## config.mk

```make
export PLATFORM = sky130hd
export DESIGN_NAME = rbb_cell
export DESIGN_NICKNAME = d
export VERILOG_FILES = /design/src/hw/rtl/rbb_cell.sv
export SDC_FILE = /design/constraint.sdc
export NUM_CORES = 1
export LEC_CHECK = 0
export BUFFER_PORTS_ARGS = -buffer_cell sky130_fd_sc_hd__buf_2
export CAP_MARGIN = 40
export CORE_ASPECT_RATIO = 0.75
export CORE_UTILIZATION = 42
export DETAILED_ROUTE_END_ITERATION = 8
export HOLD_SLACK_MARGIN = 0.12
export PLACE_DENSITY = 0.88
export SETUP_SLACK_MARGIN = 0.2
export SLEW_MARGIN = 25
export SYNTH_ARGS = -nofsm -noshare
export SYNTH_HDL_FRONTEND = slang
export SYNTH_SLANG_ARGS = --single-unit
```

## constraint.sdc

```tcl
create_clock -name clk -period 0.8 [get_ports clk]
set_input_delay 0.04 -clock clk [delete_from_list [all_inputs] [get_ports clk]]
set_output_delay 0.04 -clock clk [all_outputs]
set_load 0.03 [all_outputs]
```

## src/hw/rtl/rbb_cell.sv

```systemverilog
// One cell of the window chain: holds the three channel sums of one window column.
`default_nettype none

module rbb_cell #(
    parameter int CS_W = 12
) (
    input  wire logic                 clk,
    input  wire logic                 clear,
    input  wire logic                 shift,
    input  wire logic [2:0][CS_W-1:0] d_in,
    output logic      [2:0][CS_W-1:0] q
);

    logic [2:0][CS_W-1:0] data_reg;

    always_ff @(posedge clk) begin
        if (clear) begin
            data_reg <= '0;
        end else if (shift) begin
            data_reg <= d_in;
        end
    end

    assign q = data_reg;

endmodule

`default_nettype wire

```

Word-level counts from Yosys, hierarchy flattened
Index checks and enable logic that the tools add are counted.

Bits of input ports: 39. Word-level logic and storage cells: 3. Flip-flop bits (word level): 36.

Logic depth before layout (Yosys ltp)
Word-level depth: 0. Mapped depth: 4.

Worst setup path before layout
No wires, ideal clock.

Path kind: register -> register. Start: reg q[11] (netlist name). End: reg data_reg (netlist bit q[11]). Library setup time: 0.065 ns. Data required time: 0.735 ns. Buffers on the path: 0. Arrival: 0.665 ns. Slack: 0.071 ns. Stages on the path, launching flop included: 3. Cells stage by stage: dfxtp_1 -> mux2i_1 -> nor2_1.

RTL lines: end signal: assignment (RTL line 20) `data_reg <= d_in;`; end: declaration (RTL line 14) `logic [2:0][CS_W-1:0] data_reg;`.

Worst setup path in the final report
Start: reg data_reg (netlist bit q[22]). End: out q[22] (netlist name).

RTL lines: end: declaration (RTL line 11) `output logic [2:0][CS_W-1:0] q`.

No word-level cell between the ends.

==> flow_metrics.tcl <==
set metrics [dict create \
    outcome "finished clean" \
    power_frac_comb 0.211 \
    netSwitchingFraction 0.2674 \
    cts_tree "yes" \
    drive_gt1_frac 0.6205 \
    crit_chain "buf_6" \
    yosys.area_share.xor_xnor 0 \
    synth_seq_cells 36 \
    wire_per_inst_um 12.48 \
    power_mw 3.919 \
    power.density_nw_per_um2 1806 \
    via_per_inst 4.554 \
    cts_root_buf "clkbuf_8" \
    dpl.hpwl_um 2043 \
    arrival_ns 0.75 \
    fp.coreArea_sq_um 2957 \
    ys_seq_area_frac 0.5517 \
    wirelength_um 2908 \
    clock_sinks 36 \
    track_usage 0.1893 \
    ios 75 \
    startpoint_type "flop" \
    syn_nets 155 \
    yosys_warnings 0 \
    fin_tns_setup_ns 0 \
    gp_congestion 0.6751 \
    relSlewSlack 0.8974 \
    synthAdderAreaFrac 0 \
    crit_path_top_delay_cell "dfxtp_4" \
    antenna_found_initial 0 \
    numCtsBuffers 5 \
    setup_viol 0 \
    dieHeight_um 50.30 \
    critical_path.max_fanout 2 \
    fin_worst_skew_ns 0 \
    n_antenna_cell 0 \
    port_buffers 74 \
    dieArea_sq_um 3339 \
    grt_use_met3 0.05682 \
    final_nets 233 \
    gr-max-usage-layer "met2" \
    initial_core_util 0.4418 \
    grt_util_met2 0.3384 \
    largest_register_ffs 36 \
    multi_input_comb_area_sq_um 499.2 \
    end_kind "output port" \
    critPathKind "reg -> out" \
    rows 17 \
    power_frac_clock 0.295 \
    grt-ovfl-total 0 \
    grt_max_degree 37 \
    tightest_slew_ns 0.1496 \
    clk_latency_ns 0.26 \
    slowest_delay_ns 0.35 \
    required_ns 0.76 \
    synth_compound_area_frac 0 \
    syn_inst 116 \
    grt_pass1_vias 1054 \
    synth.distinct_cells 7 \
    hold_path_class "in -> reg" \
    p_leak_nw 1.049 \
    finalCritPeriodShare 0.9880 \
    synth-simple-area-share 0.1034 \
    synth_top_family_by_area "multiplexers" \
    rsz0062_at_grt "yes" \
    timing.final.max_slew_violations 0 \
    maxCapViolations 0 \
    power.share.sequential 0.494 \
    dieWidth_um 66.40 \
    synthMuxAreaShare 0.2759 \
    p_sw_mw 1.048 \
    h-tree-depth 2 \
    grt_pass1_wl_um 4754 \
    path_clk_slew_ns 0.07 \
    clock_tree.buffer_depth 2 \
    whs_ns 0.005041 \
    regArea_sq_um 855.8 \
    drtAntennaViolNets 0 \
    crit_family "flip-flops" \
    met1_usage 0.2254 \
    num_vias 1061 \
    synth_area_sq_um 1306 \
    dr.pass1.iters 4 \
    peakVddDrop_mv 1.053 \
    fillers 212 \
    p_int_mw 2.871 \
    fmax_ghz 1.265 \
    avgSynthCellArea_sq_um 11.26 \
    critPathBufInv 1 \
    min_period_ns 0.7904 \
    hold_violations 0 \
    initialDrtViolationCount 49 \
    area_growth_pct 66.09 \
    fin_util 0.7338 \
    drc_errors 0 \
]
[power by group through the flow]
stage / clock (mW) / combinational, mW / sequential, mW
6_report: 1.16 / 0.826 / 1.94
5_1_grt: 1.29 / 0.878 / 1.95
4_1_cts: 1.18 / 0.826 / 1.94
3_5_place_dp: 0 / 0.696 / 1.95
3_3_place_gp: 0 / 0.683 / 1.94
2_1_floorplan: 0 / 0.257 / 2.16
[cell usage after synthesis]
cell	n	share of area
buf_6	1	0.0086
buf_2	3	0.011
dfxtp_1	36	0.55
nor2_1	36	0.10
buf_12	3	0.046
clkbuf_1	1	0.0029
mux2i_1	36	0.28
[cell families (layout without fill, tap and decap cells)]
logic type | count (synthesis) | in the layout
AND/OR/NAND/NOR | 36 | 36
multiplexers | 36 | 36
flip-flops | 36 | 36
buffers and inverters | 8 | 87
[stage by stage]
step	std cells	cell area [sq um]	setup WS [ns]
finish	233	2170	0.009605
global route	233	2170	-0.01963
global placement	224	1849	0.05256
CTS	233	2166	0.006390
floorplan	116	1456	0.1656
detailed placement	224	1849	-0.004299
[cells in the final DEF, fill, tap and decap left out]
master / count
buf_2: 38
buf_6: 37
nor2_1: 36
dfxtp_4: 36
mux2i_1: 35
clkbuf_8: 5
buf_12: 4
clkbuf_1: 2
mux2i_2: 1
clkinv_1: 1
[repair_timing]
| action | CTS | global route |
|---|---|---|
| hold endpoints to repair | 36 | 36 |
| buffers inserted | 1 | 0 |
| gates cloned | 0 | 0 |
| gates resized for setup | 73 | 1 |
| setup endpoints to repair | 72 | 72 |
| pin swaps | 1 | 4 |
[worst paths after layout]
path / from / depth (start not counted) / slack (ns) / endpoint
worst max register to register: q[4]$_SDFFE_PP0P_ / 3 / 0.08 / q[4]$_SDFFE_PP0P_
worst max-delay path: q[22]$_SDFFE_PP0P_ / 1 / 0.01 / q[22]
worst min-delay path: d_in[17] / 3 / 0.005 / q[17]$_SDFFE_PP0P_
worst min register to register: q[14]$_SDFFE_PP0P_ / 2 / 0.51 / q[14]$_SDFFE_PP0P_
[final cells by class]
| type | count | area share |
|---|---|---|
| Clock inverter | 1 | 0.001730 |
| Timing Repair Buffer | 79 | 0.3166 |
| Clock buffer | 7 | 0.03518 |
| Multi-Input combinational cell | 72 | 0.2301 |
| Tap cell | 38 | 0.02191 |
| Sequential cell | 36 | 0.3945 |
[metal layers]
layer / up-vias / wire (um)
met5: - / 0
met4: 0 / 21
met3: 2 / 111
met2: 32 / 1525
met1: 495 / 1250
li1: 532 / -
Power figures use the tool's default switching activity.
