[config.mk]
export PLATFORM = sky130hd
export DESIGN_NAME = rbb_div
export DESIGN_NICKNAME = d
export VERILOG_FILES = /design/src/hw/rtl/rbb_div.sv
export SDC_FILE = /design/constraint.sdc
export NUM_CORES = 1
export LEC_CHECK = 0
export BUFFER_PORTS_ARGS = -buffer_cell sky130_fd_sc_hd__buf_2
export CAP_MARGIN = 20
export CELL_PAD_IN_SITES_DETAIL_PLACEMENT = 0
export CELL_PAD_IN_SITES_GLOBAL_PLACEMENT = 2
export CORE_UTILIZATION = 30
export CTS_BUF_LIST = sky130_fd_sc_hd__clkbuf_8 sky130_fd_sc_hd__clkbuf_16
export DETAILED_ROUTE_END_ITERATION = 12
export GPL_TIMING_DRIVEN = 0
export PLACE_DENSITY = 0.75
export REMOVE_ABC_BUFFERS = 1
export SKIP_LAST_GASP = 1
export SYNTH_ARGS = -nofsm -noshare
export SYNTH_HDL_FRONTEND = slang
export SYNTH_SLANG_ARGS = --single-unit
[constraint.sdc]
create_clock -name clk -period 6.4 [get_ports clk]
set_input_delay 0.64 -clock clk [delete_from_list [all_inputs] [get_ports clk]]
set_output_delay 0.64 -clock clk [all_outputs]
set_load 0.02 [all_outputs]
[src/hw/rtl/rbb_div.sv]
// Restoring divider that yields an 8-bit quotient, one bit per cycle.
`default_nettype none

module rbb_div #(
    parameter int SUM_W = 15,
    parameter int CNT_W = 7
) (
    input  wire logic             clk,
    input  wire logic             rstn,
    input  wire logic             start,
    input  wire logic [SUM_W-1:0] sum,
    input  wire logic [CNT_W-1:0] cnt,
    output logic                  busy,
    output logic      [7:0]       quot
);

    localparam int DW = SUM_W + 1;

    logic [DW-1:0] rem_reg;
    logic [DW-1:0] dvs_reg;
    logic [7:0]    q_reg;
    logic [2:0]    step_reg;
    logic          busy_reg;
    logic          ge;

    // The quotient is a mean and never exceeds 255, so eight steps suffice.
    assign ge = rem_reg >= dvs_reg;

    always_ff @(posedge clk) begin
        if (!rstn) begin
            busy_reg <= 1'b0;
            step_reg <= '0;
        end else if (start) begin
            busy_reg <= 1'b1;
            step_reg <= '0;
        end else if (busy_reg) begin
            step_reg <= step_reg + 3'd1;
            if (step_reg == 3'd7) begin
                busy_reg <= 1'b0;
            end
        end
    end

    always_ff @(posedge clk) begin
        if (start) begin
            rem_reg <= DW'(sum);
            dvs_reg <= DW'(cnt) << 7;
            q_reg   <= '0;
        end else if (busy_reg) begin
            rem_reg <= ge ? rem_reg - dvs_reg : rem_reg;
            dvs_reg <= dvs_reg >> 1;
            q_reg   <= {q_reg[6:0], ge};
        end
    end

    assign busy = busy_reg;
    assign quot = q_reg;

endmodule

`default_nettype wire

# Word-level counts from Yosys, hierarchy flattened
# Index checks and enable logic that the tools add are counted.
[totals]
regBits = 42
latch_bits = 0
ramBits = 0
romBits = 0
input_bits = 25
output_inout_bits = 9
memories = 0
[classes]
add_sub_neg = 2
mul = 0
n_div = 0
n_lt_le_gt_ge = 1
eq_ne = 1
shift = 0
n_mux = 8
n_bitwise = 1
n_reduce_logical = 5
[ops]
columns = ["operator", "count"]
rows = [
  ["$mux 15", 3],
  ["$mux 14", 2],
  ["$ge 16x14->1", 1],
  ["$sub 16x14->16", 1],
  ["$reduce_and 2->1", 2],
  ["$reduce_bool 2->1", 2],
  ["$add 3x1->3 const B", 1],
  ["$eq 3x3->1 const B", 1],
  ["$mux 1", 3],
  ["$reduce_or 2->1", 1],
  ["$not 1->1", 1],
]

# Depth between registers and ports, before layout
# Gate-level depths: netlist of run 1.
[logic_depth]
depth_word = 4
ltp_mapped = 9

# Worst setup path after synthesis of run 1
# Ideal clock, no wire load.
[synth_timing]
path_type = "register -> register"
startpoint = "register rem_reg[13]"
endpoint = "register rem_reg[0], enable pin"
setup_time_ps = 408
t_arrival_ps = 2622
path_slack_ps = 3370
stages_incl_launch_ff = 8
synth_period_minus_slack_ps = 3030
cell_sequence = "edfxtp_1 ha_1 clkbuf_1 and3_1 nand2_1 o311ai_1 a31oi_1 o21ai_0"
[synth_between]
elab_chain_len = 3
[synth_rtl]
columns = ["element", "line", "source"]
rows = [
  ["start: declaration", "19", "logic [DW-1:0] rem_reg;"],
  ["start signal: assignment", "46", "rem_reg <= DW'(sum);"],
  ["start signal: assignment", "50", "rem_reg <= ge ? rem_reg - dvs_reg : rem_reg;"],
  ["$ge 16x14->1", "27", "assign ge = rem_reg >= dvs_reg;"],
  ["$reduce_bool 2->1 (no source line)", "--", ""],
  ["$reduce_and 2->1 (no source line)", "--", ""],
]
# Every way passes these cells.
# A chain may end at the register's enable or synchronous reset.

# Worst setup path after layout of run 1
[layout_timing]
startpoint = "register rem_reg[0]"
endpoint = "register rem_reg[4], enable pin"
# The elaborated chain is that of the path after synthesis.

==> results.sh, run 1 <==
export IMPL_status="complete, no violations"
export IMPL_crit_path_start_kind="register"
export IMPL_die_area_mm2=0.00870
export IMPL_cp_end_kind="register"
export IMPL_grt_total_usage=0.140
export IMPL_max_stage_delay_ps=410
export IMPL_boundaryPins=34
export IMPL_switchingPower_uw=283
export IMPL_routedWlPerCell_um=14.2
export IMPL_switching_share=0.346
export IMPL_grt_max_degree=58
export IMPL_via_per_inst=4.93
export IMPL_antenna_cells=0
export IMPL_final_cell_area_mm2=0.00286
export IMPL_synth_edff_count=22
export IMPL_hold_end="step_reg[1]"
export IMPL_cts_tree="built"
export IMPL_cp_max_fo=13
export IMPL_slowest_stage="fa_1"
export IMPL_hold_buffers=0
export IMPL_drive_gt1_frac=0.167
export IMPL_rr_startpoint="rem_reg[0]"
export IMPL_synth_area_leaders="edfxtp_1 26%, dfxtp_1 16%, ha_1 8.0%"
export IMPL_path_cells="inv_1 > ha_1 > inv_1 > fa_1 > a21o_4 > a221oi_1 > o211ai_1 > a31oi_1 > o21ai_2 > buf_8"
export IMPL_yosys_area_top_type="edfxtp_1"
export IMPL_ys_seq_elements=42
export IMPL_skew_ps=4.18
export IMPL_clkPwrFrac=0.224
export IMPL_dp_hpwl_um=4050
export IMPL_grt_pass1_vias=1965
export IMPL_crit_type="register to register"
export IMPL_min_delay_start="step_reg[1]"
export IMPL_power_density_mw_per_mm2=286
export IMPL_slew_limit_headroom=0.325
export IMPL_period_share=0.456
export IMPL_leakage_uw=0.00121
export IMPL_p_comb_frac=0.360
export IMPL_drtIter0Drc=47
export IMPL_die_h_um=93.3
export IMPL_ys_types=52
export IMPL_ir_drop_v=0.0000961
export IMPL_reg2reg_to="rem_reg[4]"
export IMPL_cts_reportedPaths_clkPinSlew_ps=80
export IMPL_avgSynthCellArea_um2=9.46
export IMPL_synth_cell_area_mm2=0.00250
export IMPL_largest_register_ffs=16
export IMPL_nFillCells=833
export IMPL_arrival_ps=2980
export IMPL_gp_congestion=0.738
export IMPL_fp_dieW_um=93.3
export IMPL_rsz0062_at_grt="false"
export IMPL_critPathTopFamily="compound AO/OA/AOI/OAI gates"
export IMPL_drv_cap=0
export IMPL_nNetsFinal=334
export IMPL_drv_slew=0
export IMPL_cts_root_buf="clkbuf_8"
export IMPL_dr_total_vias=1948
export IMPL_ys_warn_count=0
export IMPL_overflow=0
export IMPL_yosys_cell_count_top_type="nor2_1"
export IMPL_syn_inst=264
export IMPL_grt_pass1_wl_um=9590
export IMPL_power_uw=818
export IMPL_postCtsSetupRepairBufs=0
export IMPL_synthArstFlopShare=0
export IMPL_ant_nets=0
export IMPL_ff2ff_setup_slack_ps=3480
export IMPL_setup_viol=0
export IMPL_grt_antenna_before_repair=0
export IMPL_synth_top_area_share=0.264
export IMPL_ys_seq_area_frac=0.425
export IMPL_sequentialPowerShare=0.416
export IMPL_period_minus_slack_ps=2920
export IMPL_reg2reg_depth=10
export IMPL_core_area_mm2=0.00789
export IMPL_cts_htree_levels=2
export IMPL_intPower_uw=536
export IMPL_worstPathRequired_ps=6460
export IMPL_post_dp_cell_area_mm2=0.00277
export IMPL_num_rows=32
export IMPL_synth_commonest_cells="27 x nor2_1, 26 x nand2_1, 22 x edfxtp_1"
export IMPL_dr_pass1_iters=4
export IMPL_critPathBufInv=3
export IMPL_setup_slack_ps=3480
export IMPL_post_cts_resized=0
export IMPL_clockBufferDepth=2
export IMPL_hold_viol=0
export IMPL_clock_latency_ps=290
export IMPL_dp_slack_ps=3470
export IMPL_min_path_type="register to register"
export IMPL_wirelength_um=5620
export IMPL_cts_sinks=42
export IMPL_cts_buffers=5
export IMPL_yosys_most_used_dff="edfxtp_1"
export IMPL_setup_tns_ps=0
export IMPL_start_util=0.317
export IMPL_area_growth_pct=14.4
export IMPL_drc=0
export IMPL_min_path_cells=2
export IMPL_worst_pin_slew_ps=1010
export IMPL_clock_fmax_mhz=343
export IMPL_crit_top_cell="inv_1"
export IMPL_port_buffers=33
worst max path at each step:
| stage | startpoint | endpoint | slack [ps] | depth (start not counted) |
|---|---|---|---|---|
| 2_1_floorplan | rem_reg[5] | rem_reg[0] | 3440 | 6 |
| 3_3_place_gp | dvs_reg[5] | rem_reg[5] | 2120 | 7 |
| 3_5_place_dp | rem_reg[0] | rem_reg[6] | 3470 | 10 |
| 4_1_cts | rem_reg[0] | rem_reg[6] | 3430 | 10 |
| 5_1_grt | rem_reg[0] | rem_reg[5] | 3210 | 10 |
| 6_report | rem_reg[0] | rem_reg[4] | 3480 | 10 |
logic make-up after synthesis:
logic type,share of synthesized area
buffers and inverters,0.0556
adder cells (fa/ha/maj),0.0881
AND/OR/NAND/NOR,0.143
multiplexers,0.0686
flip-flops,0.425
XOR/XNOR,0.0210
AO/OA/AOI/OAI,0.199
per-stage QoR:
stage,util,hold WS [ps],cells
floorplan,-,465,250
global placement,0.346,477,385
detailed placement,0.351,492,387
CTS,0.362,513,395
global route,0.362,546,395
finish,0.362,506,395
cell type report:
type                    instances  area [um^2]  share of cell area
multi-input cells             187         1300               0.456
flip-flops and latches         42         1060               0.371
repair buffers                 35          195              0.0683
well taps                     102          128              0.0446
clock buffers                   6         82.6              0.0289
inverters                      21         78.8              0.0276
clock inverters                 2         11.3             0.00394
metal layers:
layer	routed length, um	GRT usage
met2	2510	0.226
met3	198	0.0285
met5	0	0
met1	2860	0.194
met4	49	0.0308
power groups by stage:
| stage | Clock [uW] | Sequential [uW] | Combinational [uW] |
|---|---|---|---|
| 2_1_floorplan | 0 | 346 | 214 |
| 3_3_place_gp | 0 | 349 | 288 |
| 3_5_place_dp | 0 | 347 | 295 |
| 4_1_cts | 189 | 341 | 296 |
| 5_1_grt | 198 | 344 | 338 |
| 6_report | 184 | 340 | 294 |
worst reg2reg max path, stage by stage, from the launching register on:
cell and delay, ps:
edfxtp_1 370, inv_1 60, ha_1 150, inv_1 50, fa_1 410, a21o_4 250
a221oi_1 370, o211ai_1 260, a31oi_1 400, o21ai_2 150, buf_8 200
layout by cell type (no fill, tap or decap), types with 3 or more instances in the layout:
cell | netlist | layout
a21o_1 | 7 | 7
a21oi_1 | 12 | 12
a311oi_1 | 3 | 3
a31oi_1 | 3 | 3
and2_1 | 5 | 5
and3_1 | 4 | 4
buf_2 | 0 | 33
clkbuf_8 | 0 | 6
dfxtp_1 | 20 | 20
edfxtp_1 | 22 | 22
ha_1 | 16 | 16
inv_1 | 21 | 21
mux2i_1 | 16 | 16
nand2_1 | 26 | 26
nand3_1 | 4 | 4
nor2_1 | 27 | 27
o21ai_0 | 14 | 13
o31ai_1 | 6 | 6
xnor2_1 | 5 | 5
(Power assumes the default switching activity.)
==> run 2, diff against run 1 <==
PLACE_DENSITY = 0.78   (was 0.75)
clock period = 2.65 ns   (was 6.4 ns; I/O delays follow)
==> run 2 against run 1 <==
Net effect: the flow now finishes with violations (setup timing); global-route usage is 0.19 points lower; non-clock buffer count is 10 higher; via count up 5.3%; critical path type unchanged; largest cell class unchanged.
==> results.sh, run 2 (synthesis results as in run 1) <==
export IMPL_status="finished, violations left"
export IMPL_violations="setup timing"
export IMPL_ff2ff_setup_slack_ps=-7
export IMPL_fin_util=0.387
export IMPL_p_comb_frac=0.373
export IMPL_final_cell_area_mm2=0.00305
export IMPL_gp_congestion=0.751
export IMPL_leakage_uw=0.00129
export IMPL_cts_htree_levels=2
export IMPL_hold_buffers=0
export IMPL_post_dp_cell_area_mm2=0.00278
export IMPL_drive_gt1_frac=0.218
export IMPL_port_buffers=33
export IMPL_dr_total_vias=2051
export IMPL_crit_path_start_kind="register"
export IMPL_clock_latency_ps=300
export IMPL_grt_antenna_before_repair=0
export IMPL_fp_dieW_um=93.3
export IMPL_hold_viol=0
export IMPL_clkPwrFrac=0.250
export IMPL_skew_ps=5.86
export IMPL_sequentialPowerShare=0.377
export IMPL_core_area_mm2=0.00789
export IMPL_num_rows=32
export IMPL_ant_nets=0
export IMPL_drv_cap=0
export IMPL_largest_register_ffs=16
export IMPL_wirelength_um=5870
export IMPL_antenna_cells=0
export IMPL_crit_top_cell="inv_2"
export IMPL_dp_hpwl_um=4050
export IMPL_slew_limit_headroom=0.318
export IMPL_max_stage_delay_ps=390
export IMPL_critPathTopFamily="compound AO/OA/AOI/OAI gates"
export IMPL_setup_viol=1
export IMPL_worstPathRequired_ps=2700
export IMPL_finalNonFillerCells=405
export IMPL_period_minus_slack_ps=2660
export IMPL_cts_tree="built"
export IMPL_drtIter0Drc=62
export IMPL_power_density_mw_per_mm2=715
export IMPL_overflow=0
export IMPL_cts_sinks=42
export IMPL_start_util=0.317
export IMPL_boundaryPins=34
export IMPL_path_cells="inv_2 > ha_4 > inv_2 > fa_2 > a21o_4 > a31o_4 > o211a_1 > o311a_1 > or3b_1"
export IMPL_intPower_uw=1450
export IMPL_critPathBufInv=2
export IMPL_switchingPower_uw=732
export IMPL_nNetsFinal=344
export IMPL_cts_reportedPaths_clkPinSlew_ps=90
export IMPL_die_h_um=93.3
export IMPL_die_area_mm2=0.00870
export IMPL_via_per_inst=5.06
export IMPL_drv_slew=0
export IMPL_crit_type="register to register"
export IMPL_grt_pass1_wl_um=9360
export IMPL_cts_buffers=5
export IMPL_cp_end_kind="register"
export IMPL_layout_commonest_cell="buf_2"
export IMPL_routedWlPerCell_um=14.5
export IMPL_clockBufferDepth=2
export IMPL_cp_max_fo=3
export IMPL_period_share=1.00
export IMPL_area_growth_pct=22.2
export IMPL_min_path_type="primary input to register"
export IMPL_clock_fmax_mhz=376
export IMPL_grt_pass1_vias=1881
export IMPL_cts_root_buf="clkbuf_8"
export IMPL_grt_max_degree=58
export IMPL_arrival_ps=2710
export IMPL_ir_drop_v=0.000221
export IMPL_layout_common_cells="33 x buf_2, 27 x nor2_1, 26 x nand2_1"
export IMPL_rsz0062_at_grt="true"
export IMPL_worst_pin_slew_ps=1020
export IMPL_nFillCells=804
export IMPL_grt_total_usage=0.138
export IMPL_drc=0
export IMPL_setup_slack_ps=-6.52
export IMPL_dr_pass1_iters=4
export IMPL_slowest_stage="edfxtp_1"
export IMPL_dpl_cell_count=387
export IMPL_switching_share=0.335
## run 2: cell types whose count changed in the layout (fill, tap and decap cells not counted), moves of 2 or more
cell	delta
inv_2	+2
clkbuf_16	+3
inv_1	-2
buf_4	+9
## run 2: timing repair
| action | in CTS | in global routing |
|---|---|---|
| setup endpoints to repair | 16 | 10 |
| resized for setup | 4 | 6 |
| endpoints found under the hold margin | 0 | 0 |
| buffers inserted | 1 | 8 |
| gates cloned | 0 | 1 |
| pin swaps | 2 | 8 |
## run 2: power groups by stage
stage	combinational, uW	clock (uW)	sequential (uW)
floorplan	516	0	835
global placement	691	0	842
detailed placement	712	0	838
CTS	742	562	824
global route	909	587	832
finish	815	547	823
## run 2: cell type report
class	count	area [um^2]	share of cell area
multi-input cells	187	1360	0.445
flip-flops and latches	42	1060	0.348
repair buffers	45	300	0.0984
well taps	102	128	0.0418
clock buffers	7	119	0.0389
inverters	21	78.8	0.0258
clock inverters	1	8.76	0.00287
## run 2: routing by layer
layer / track usage / up-vias / part of all wire / wire, um
li1: - / 1032 / - / -
met1: 0.196 / 970 / 0.51 / 2970
met2: 0.214 / 42 / 0.45 / 2620
met3: 0.0293 / 7 / 0.040 / 232
met4: 0.0346 / 0 / 0.0082 / 48
met5: 0 / - / 0 / 0
## run 2: per-stage QoR
stage	power (uW)	worst slack, ps	hold slack, ps	setup TNS (ps)
after floorplan	1350	-309	337	-4630
after global placement	1530	-1540	480	-23160
after detailed placement	1550	-324	492	-3900
after CTS	2130	2.33	182	0
after global routing	2330	-92.8	191	-477
final	2180	-6.52	187	-6.52
## run 2: worst paths after layout
kind / start / endpoint / depth (start not counted)
setup / recovery: rem_reg[0] / rem_reg[14] / 9
hold / removal: rstn / busy / 2
setup reg to reg: rem_reg[0] / rem_reg[14] / 9
hold reg to reg: quot[7] / quot[7] / 2
==> run 3, diff against run 2 <==
CORE_UTILIZATION = 32   (was 30)
PLACE_DENSITY = 0.82   (was 0.78)
==> run 3 against run 2 <==
Net effect: the run now ends clean; critical path depth unchanged; count of clock-buffer cells in the layout down 1; wire length down 2.9%; register-to-register slack better by 60 ps; largest cell class unchanged.
==> results.sh, run 3 (synthesis results as in run 1) <==
export IMPL_drtIter0Drc=99
export IMPL_post_dp_cell_area_mm2=0.00276
export IMPL_leakage_uw=0.00126
export IMPL_grt_max_degree=58
export IMPL_skew_ps=6.67
export IMPL_clock_fmax_mhz=385
export IMPL_ant_nets=0
export IMPL_port_buffers=33
export IMPL_min_path_type="primary input to register"
export IMPL_wirelength_um=5700
export IMPL_worstPathRequired_ps=2700
export IMPL_clockBufferDepth=2
export IMPL_final_cell_area_mm2=0.00298
export IMPL_cp_end_kind="register"
export IMPL_dr_total_vias=2024
export IMPL_crit_type="register to register"
export IMPL_num_rows=31
export IMPL_wl_met2_um=2630
export IMPL_overflow=0
export IMPL_layout_common_cells="33 x buf_2, 27 x nor2_1, 26 x nand2_1"
export IMPL_drc=0
export IMPL_setup_tns_ps=0
export IMPL_cts_sinks=42
export IMPL_area_growth_pct=19.1
export IMPL_slowest_stage="fa_2"
export IMPL_largest_register_ffs=16
export IMPL_status="complete, no violations"
export IMPL_clock_latency_ps=300
export IMPL_cts_buffers=5
export IMPL_critPathTopFamily="compound AO/OA/AOI/OAI gates"
export IMPL_start_util=0.337
export IMPL_die_h_um=90.4
export IMPL_dpl_cell_count=383
export IMPL_sequentialPowerShare=0.400
export IMPL_max_stage_delay_ps=370
export IMPL_cts_htree_levels=2
export IMPL_intPower_uw=1350
export IMPL_grt_antenna_before_repair=0
export IMPL_via_per_inst=5.07
export IMPL_crit_path_start_kind="register"
export IMPL_p_comb_frac=0.391
export IMPL_setup_viol=0
export IMPL_hold_viol=0
export IMPL_clkPwrFrac=0.209
export IMPL_period_share=0.980
export IMPL_cp_max_fo=3
export IMPL_power_density_mw_per_mm2=690
export IMPL_layout_commonest_cell="buf_2"
export IMPL_worst_pin_slew_ps=992
export IMPL_route_met3_wl_um=255
export IMPL_highest_layer="met4"
export IMPL_grt_total_usage=0.141
export IMPL_fp_dieW_um=90.4
export IMPL_cts_tree="built"
export IMPL_nNetsFinal=341
export IMPL_period_minus_slack_ps=2600
export IMPL_ff2ff_setup_slack_ps=50
export IMPL_core_area_mm2=0.00741
export IMPL_die_area_mm2=0.00817
export IMPL_antenna_cells=0
export IMPL_drv_slew=0
export IMPL_drive_gt1_frac=0.200
export IMPL_drv_cap=0
export IMPL_slew_limit_headroom=0.339
export IMPL_grt_pass1_wl_um=9260
export IMPL_ir_drop_v=0.000288
export IMPL_boundaryPins=34
export IMPL_rsz0062_at_grt="true"
export IMPL_routedWlPerCell_um=14.3
export IMPL_arrival_ps=2650
export IMPL_finalNonFillerCells=399
export IMPL_switching_share=0.345
export IMPL_path_cells="inv_1 > ha_2 > inv_2 > fa_2 > a21o_4 > a31o_1 > o211a_1 > o311a_1 > or3b_1"
export IMPL_cts_reportedPaths_clkPinSlew_ps=80
export IMPL_grt_pass1_vias=1920
export IMPL_dr_pass1_iters=4
export IMPL_cts_root_buf="clkbuf_8"
export IMPL_gp_congestion=0.724
export IMPL_dp_hpwl_um=3820
export IMPL_wl_met1_um=2760
export IMPL_switchingPower_uw=708
export IMPL_power_uw=2050
export IMPL_critPathBufInv=2
## run 3: cell type report
type	instances	area (um^2)
Tap cell	99	124
Timing Repair Buffer	42	283
Clock inverter	2	8.76
Multi-Input combinational cell	187	1340
Clock buffer	6	82.6
Sequential cell	42	1060
Fill cell	764	4430
Inverter	21	78.8
## run 3: path summary, 6_finish.rpt
path / cells past startpoint / from / endpoint
max: 9 / rem_reg[0] / rem_reg[14]
min: 2 / rstn / busy
max reg2reg: 9 / rem_reg[0] / rem_reg[14]
min reg2reg: 2 / quot[7] / quot[7]
## run 3: metrics by stage
step	util	hold slack (ps)	setup WS, ps
after floorplan	-	337	-309
after global placement	0.368	473	-1400
after detailed placement	0.372	480	-416
after CTS	0.389	186	33.7
after global routing	0.402	189	-46.9
final	0.402	190	52.6
## run 3: worst reg2reg max path: stages (launching register included)
cell,delay (ps)
edfxtp_1,360
inv_1,70
ha_2,170
inv_2,40
fa_2,370
a21o_4,230
a31o_1,240
o211a_1,240
o311a_1,300
or3b_1,340
## run 3: what timing repair did
item,CTS,global route
pin swaps,1,7
setup endpoints to repair,18,16
hold endpoints to repair,0,0
resized for setup,4,3
setup buffers,1,6
gates cloned,0,1
hold buffers,0,0
## run 3: power groups by stage
stage / Clock, uW / Sequential, uW / Combinational, uW
4_1_cts: 446 / 822 / 735
3_3_place_gp: 0 / 841 / 685
5_1_grt: 468 / 829 / 897
3_5_place_dp: 0 / 836 / 704
2_1_floorplan: 0 / 835 / 516
6_report: 429 / 821 / 804
## run 3: layer usage
layer | vias up | track usage
li1 | 1025 | -
met1 | 947 | 0.192
met2 | 45 | 0.225
met3 | 7 | 0.0311
met4 | 0 | 0.0390
met5 | - | 0
